File: config.mk
export PLATFORM = sky130hd
export DESIGN_NAME = str_div
export DESIGN_NICKNAME = d
export VERILOG_FILES = /design/src/hdl/str_pkg.sv /design/src/hdl/str_div.sv
export SDC_FILE = /design/constraint.sdc
export NUM_CORES = 1
export LEC_CHECK = 0
export BUFFER_PORTS_ARGS = -buffer_cell sky130_fd_sc_hd__buf_2
export CAP_MARGIN = 20
export CORE_MARGIN = 3
export CORE_UTILIZATION = 49
export DETAILED_ROUTE_END_ITERATION = 7
export PLACE_DENSITY = 0.68
export RECOVER_POWER = 25
export SLEW_MARGIN = 20
export SYNTH_ARGS = -nofsm -noshare
export SYNTH_HDL_FRONTEND = slang
export SYNTH_SLANG_ARGS = --single-unit
File: constraint.sdc
create_clock -name clk -period 8.7 [get_ports clk]
set_input_delay 1.74 -clock clk [delete_from_list [all_inputs] [get_ports clk]]
set_output_delay 1.74 -clock clk [all_outputs]
set_load 0.01 [all_outputs]
File: src/hdl/str_pkg.sv
// Shared types, constants and helper functions of the scope trace renderer.
package str_pkg;

	// frame geometry
	localparam int FRAME_WIDTH  = 256;
	localparam int FRAME_HEIGHT = 256;
	localparam int ADDR_W       = $clog2(FRAME_WIDTH * FRAME_HEIGHT);
	localparam int ROW_W        = $clog2(FRAME_HEIGHT);
	localparam int PIX_W        = 24;

	// rectangle arithmetic: 11-bit registers widened by one bit
	localparam int REG_W   = 11;
	localparam int COORD_W = 12;
	localparam int W_W     = 11;

	// configuration port
	localparam int CFG_IDX_W  = 3;
	localparam int CFG_DATA_W = 16;
	localparam logic [CFG_IDX_W-1:0] REG_RECT_LEFT   = 3'd0;
	localparam logic [CFG_IDX_W-1:0] REG_RECT_TOP    = 3'd1;
	localparam logic [CFG_IDX_W-1:0] REG_RECT_RIGHT  = 3'd2;
	localparam logic [CFG_IDX_W-1:0] REG_RECT_BOTTOM = 3'd3;
	localparam logic [CFG_IDX_W-1:0] REG_COLOR_RED   = 3'd4;
	localparam logic [CFG_IDX_W-1:0] REG_COLOR_GREEN = 3'd5;
	localparam logic [CFG_IDX_W-1:0] REG_COLOR_BLUE  = 3'd6;
	localparam logic [CFG_IDX_W-1:0] REG_SAMPLE_CNT  = 3'd7;

	// commands
	localparam logic [1:0] CMD_WRITE = 2'd0;
	localparam logic [1:0] CMD_READ  = 2'd1;
	localparam logic [1:0] CMD_PLOT  = 2'd2;
	localparam logic [1:0] CMD_NONE  = 2'd3;

	// shared divider: 28-bit dividend, 16-bit divisor, two bits a cycle
	localparam int DIV_NW    = 28;
	localparam int DIV_DW    = 16;
	localparam int DIV_STEPS = DIV_NW / 2;
	localparam int DIV_CNT_W = $clog2(DIV_STEPS + 1);

	// gain numerator scale: 1/(1.1 - x) in Q4.12 is 40960/(11 - 10x)
	localparam int GAIN_NUM = 40960;

	typedef struct packed {
		logic [1:0]         command;
		logic [7:0]         pixel_x;
		logic [7:0]         pixel_y;
		logic [PIX_W-1:0]   pixel_data;
		logic signed [15:0] sample;
		logic               first_sample;
	} req_t;

	typedef struct packed {
		logic [PIX_W-1:0] read_data;
		logic             plotted;
		logic [7:0]       plot_x;
		logic [7:0]       plot_y;
		logic [PIX_W-1:0] new_pixel;
	} rsp_t;

	typedef struct packed {
		logic              start;
		logic [DIV_NW-1:0] num;
		logic [DIV_DW-1:0] den;
	} div_req_t;

	typedef struct packed {
		logic              done;
		logic [DIV_NW-1:0] quot;
	} div_rsp_t;

	// linear frame address of a pixel
	function automatic logic [ADDR_W-1:0] addr_of(input int x, input int y);
		return ADDR_W'(y * FRAME_WIDTH + x);
	endfunction

	// scale one colour channel by a Q4.12 gain and cap at full scale; plain passes it unchanged
	function automatic logic [7:0] shade_ch(input logic [7:0] col, input logic [15:0] gain,
			input logic plain);
		logic [23:0] prod;
		logic [11:0] v;
		prod = 24'(col) * 24'(gain);
		v = prod[23:12];
		if (plain)
			return col;
		return (v > 12'd255) ? 8'd255 : v[7:0];
	endfunction

	// add two channels with saturation
	function automatic logic [7:0] sat_add(input logic [7:0] a, input logic [7:0] b);
		logic [8:0] s;
		s = {1'b0, a} + {1'b0, b};
		return s[8] ? 8'd255 : s[7:0];
	endfunction

endpackage

File: src/hdl/str_div.sv
// Shared iterative unsigned divider, restoring, two quotient bits a cycle.
module str_div (
	input  logic              clk,
	input  logic              arst_n,
	input  str_pkg::div_req_t dreq,
	output str_pkg::div_rsp_t drsp
);

	logic [str_pkg::DIV_DW-1:0]    rem_q;
	logic [str_pkg::DIV_NW-1:0]    quo_q;
	logic [str_pkg::DIV_DW-1:0]    den_q;
	logic [str_pkg::DIV_CNT_W-1:0] cnt_q;
	logic                          run_q;
	logic                          done_q;
	logic [str_pkg::DIV_DW-1:0]    rem_d;
	logic [str_pkg::DIV_NW-1:0]    quo_d;

	// two compare-subtract steps; dividend bits shift out as quotient bits shift in
	always_comb begin
		logic [str_pkg::DIV_DW:0] t;
		rem_d = rem_q;
		quo_d = quo_q;
		for (int i = 0; i < 2; i++) begin
			t = {rem_d, quo_d[str_pkg::DIV_NW-1]};
			quo_d = {quo_d[str_pkg::DIV_NW-2:0], 1'b0};
			if (t >= {1'b0, den_q}) begin
				t = t - {1'b0, den_q};
				quo_d[0] = 1'b1;
			end
			rem_d = t[str_pkg::DIV_DW-1:0];
		end
	end

	// control
	always_ff @(posedge clk or negedge arst_n) begin
		if (!arst_n) begin
			cnt_q  <= '0;
			run_q  <= 1'b0;
			done_q <= 1'b0;
		end else begin
			done_q <= 1'b0;
			if (dreq.start) begin
				cnt_q <= str_pkg::DIV_CNT_W'(str_pkg::DIV_STEPS);
				run_q <= 1'b1;
			end else if (run_q) begin
				cnt_q <= cnt_q - 1'b1;
				if (cnt_q == str_pkg::DIV_CNT_W'(1)) begin
					run_q  <= 1'b0;
					done_q <= 1'b1;
				end
			end
		end
	end

	// datapath
	always_ff @(posedge clk) begin
		if (dreq.start) begin
			rem_q <= '0;
			quo_q <= dreq.num;
			den_q <= dreq.den;
		end else if (run_q) begin
			rem_q <= rem_d;
			quo_q <= quo_d;
		end
	end

	assign drsp.done = done_q;
	assign drsp.quot = quo_q;

endmodule

==> impl.org <==
** Global routing
- Gr usage total :: 21.0%
- For this run the aggregate overflow at the end of global routing stands at 0.
- Busiest grt layer :: met2
- The first global-routing pass estimated 16,600 µm of wire.
- The initial antenna violation count is 0.
- Met1 global-route usage :: 28.3%
- Entering global routing, the biggest net connects 58 pins.
- Global routing used 5.84% of the available met3 tracks.
- The number of global-route vias before repair came to 3,454.
- For this run, global-route usage on met2 was measured as 32.8%.

** Placed design
- Timing analysis after detailed placement gives a worst setup slack of 3740 ps.
- Once placement finished, the instance area stood at 0.00476 mm².
- The number of placed instances, taps included, is 588.
- Buffers placed on the I/O ports in this run total 75.
- GPL Wtd Cong :: 0.963
- Total half-perimeter wirelength after legalization and detailed placement :: 7450 µm

** CTS
- Buffers inserted to repair hold after CTS numbered 0.
- Clock-pin slew was measured on the worst setup and hold paths at 70 ps.
- The number of setup buffers added after CTS is 0.
- Quantity of gates resized following cts :: 0
- The H-tree generated during clock tree synthesis spans 3 levels.
- Clock tree synthesis found a total of 66 sinks.
- Root buffer cell :: sky130_fd_sc_hd__clkbuf_8
- The number of clock buffers added by TritonCTS is 9.
- Largest buffer count on any clock path :: 2
- Latest clock arrival within the worst-skew pair :: 340 ps
- Clock tree from TritonCTS :: built

** Timing
- In the final timing run, aggregate negative setup slack is 0 ps.
- The max-slew violation total from the final report came to 58.
- After layout, the minimum clock period comes to 5540 ps.
- Headroom to the max-slew limit came out at -91.1%.
- Unrepaired setup endpoints after global routing :: false
- Setup-failing EPs final :: 0
- Final-report hold violation count :: 0
- Between clock sinks in the finished design, the worst skew comes to 8.36 ps.
- Max Clock Freq :: 181 MHz
- Setup slack closes at 3160 ps.
- Portion of the clock cycle consumed by the worst path in the final layout :: 63.7%
- For the pin with the worst max-slew slack, the measured transition is 2870 ps.

** Hold path
- The worst hold path belongs to the class reg2reg.

** Critical path
- By startpoint and endpoint, the worst setup path is classified as in2reg.
- Largest fanout on the critical path :: 57
- The worst setup path is launched from a primary input.
- At the worst endpoint, the required time is 8670 ps.
- Arrival time at the worst endpoint :: 5510 ps
- The worst setup path is captured at a flip-flop.
- On the worst path, the slowest cell contributes a delay of 2010 ps.
- Worst-path cell with the longest stage delay :: sky130_fd_sc_hd__clkbuf_1
- Critical path, cell by cell :: buf_2, clkbuf_1, nor2_1, inv_2

** Die
- Number of placed I/O pins :: 76
- The floorplan step defined a die boundary enclosing 0.00999 mm².
- The die is 99.9 µm wide.
- From bottom edge to top edge, the die measures 99.9 µm.
- Core area :: 0.00838 mm²
- Site row count :: 33
- Effective utilization at floorplan :: 51.6%

** Synthesis
- After synthesis, the share of flip-flops with an asynchronous set or reset is 9.09%.
- Top FF cell, synth :: sky130_fd_sc_hd__edfxtp_1
- The synthesized design contains 66 register bits.
- Largest area contributor in the synthesized netlist :: sky130_fd_sc_hd__edfxtp_1
- Most used standard cells in the synthesized netlist :: 44 x sky130_fd_sc_hd__edfxtp_1, 34 x sky130_fd_sc_hd__ha_1, 34 x sky130_fd_sc_hd__nor2_1, 31 x sky130_fd_sc_hd__mux2_2, 30 x sky130_fd_sc_hd__inv_1
- In the synthesized netlist, the number of instances is 422.
- The most common cell in the synthesized netlist is sky130_fd_sc_hd__edfxtp_1.
- Sequential cells were found to cover 41.4% of the synthesized design area.
- Summing every instance area after synthesis gives 0.00432 mm².
- Post-synthesis net count :: 505
- Each instance of the synthesized netlist takes up on average 10.2 µm².
- Largest cells by area after synthesis :: sky130_fd_sc_hd__edfxtp_1 31%, sky130_fd_sc_hd__ha_1 9.8%, sky130_fd_sc_hd__mux2_2 8.1%
- Post-synth top area share :: 30.6%
- Yosys printed 0 warnings.
- Number of flops mapped to enable cells by yosys :: 44
- In this run, distinct cell masters in the synthesized netlist total 58.

** Finish
- After routing the design area is 0.00498 mm².
- Antenna diode count :: 0
- At the end of the flow, the number of nets in the layout was 577.
- Area Overhead vs Synth :: 15.1%
- Number of fill cells in the layout :: 757
- The post-route netlist has 26.5% of its cells at a drive strength greater than 1.
- Final instance count without filler cells :: 604

** Pwr
- The share of total power dissipated in the clock network is 16.5%.
- Net switching is 41.7% of the power.
- Summed over all cells, the static leakage comes to 2.21 nW.
- In this run, the combinational gates consume 58.2% of the power.
- Power comes to 1.72 mW.
- Max VDD drop :: 149 µV
- Net load switching power :: 0.717 mW
- Power density over the cells :: 346 mW/mm²
- Share of power burned in registers :: 25.3%
- Internal Power :: 1.00 mW

** Routing
- Total Wirelength :: 10,000 µm
- In the routed design, unresolved DRC markers number 0.
- The first routing iteration left 206 violations.
- Dividing the detail-routed via count by the number of cells gives 5.53.
- Total vias in the final route :: 3,338
- First-pass iteration count of the detailed router :: 4
- Detail-routed net length per standard cell :: 16.6 µm
- The detail route stage leaves a number of antenna-violating nets equal to 0.

** Flow run
- Count of maximum capacitance violations :: 1

** Status
- Status :: finished with violations
- Failing checks :: capacitance limit, slew limit
[placed cells by master, fill, tap and decap left out, types with 11 or more instances in the layout]
cell type	count
sky130_fd_sc_hd__o21ai_0	12
sky130_fd_sc_hd__mux2_2	31
sky130_fd_sc_hd__buf_2	73
sky130_fd_sc_hd__mux2i_1	11
sky130_fd_sc_hd__xnor2_1	18
sky130_fd_sc_hd__dfxtp_1	16
sky130_fd_sc_hd__a21oi_1	28
sky130_fd_sc_hd__nor2_1	34
sky130_fd_sc_hd__inv_1	29
sky130_fd_sc_hd__nand2_1	25
sky130_fd_sc_hd__ha_1	34
sky130_fd_sc_hd__edfxtp_1	44
[critical path, delay by kind of cell]
| kind | cells | cell delay [ps] |
|---|---|---|
| buf+inv | 3 | 2860 |
| simple gates | 1 | 860 |
[power groups by stage]
stage	Sequential, mW	Combinational, mW	Clock (mW)
detailed placement	0.440	0.978	0
CTS	0.435	0.991	0.290
finish	0.435	1.00	0.284
floorplan	0.440	0.789	0
global placement	0.440	0.968	0
global route	0.444	1.12	0.303
[stage by stage]
step | utilization, % | hold WS (ps)
final | 59.4 | 477
after global routing | 59.4 | 508
after CTS | 59.4 | 479
after detailed placement | 56.8 | 467
after global placement | 56.8 | 462
after floorplan | - | 443
[flip-flops by register name, summed over array words and instances, names as in the netlist]
name,count
run_q,1
quo_q,28
den_q,16
rem_q,16
done_q,1
cnt_q,4
[area by class of cell]
type                    instances  area, µm²  area share (%)
repair buffers                 78        392            7.87
flip-flops and latches         66       1790            36.0
inverters                      30        113            2.26
well taps                     105        131            2.64
clock buffers                   9        124            2.49
multi-input cells             309       2330            46.8
clock inverters                 7       93.8            1.89
[cell families after synthesis]
| group | synth area share (%) |
|---|---|
| AOI/OAI and AO/OA | 15.9 |
| muxes | 10.6 |
| DFF | 41.4 |
| buffers and inverters | 4.80 |
| xor gates and xnor gates | 5.47 |
| and+or+nand+nor | 11.0 |
| adders and majority gates | 10.8 |
[final timing paths]
check                      startpoint   endpoint  slack, ps  depth (start not counted)
min reg2reg                 rem_q[12]  rem_q[12]        480                          2
min in group asynchronous      arst_n      run_q       1260                          1
max                          dreq[44]   quo_q[1]       3160                          4
max in group asynchronous      arst_n     done_q       7190                          1
min                         rem_q[12]  rem_q[12]        480                          2
max reg2reg                 quo_q[27]   rem_q[9]       3590                         20
[per-layer routing]
layer	share of wire, %	up-vias
li1	-	1700
met5	0	-
met3	8.0	4
met1	47	1526
met4	0.69	0
met2	45	108
Note: power is estimated with default switching activity, not from simulation.
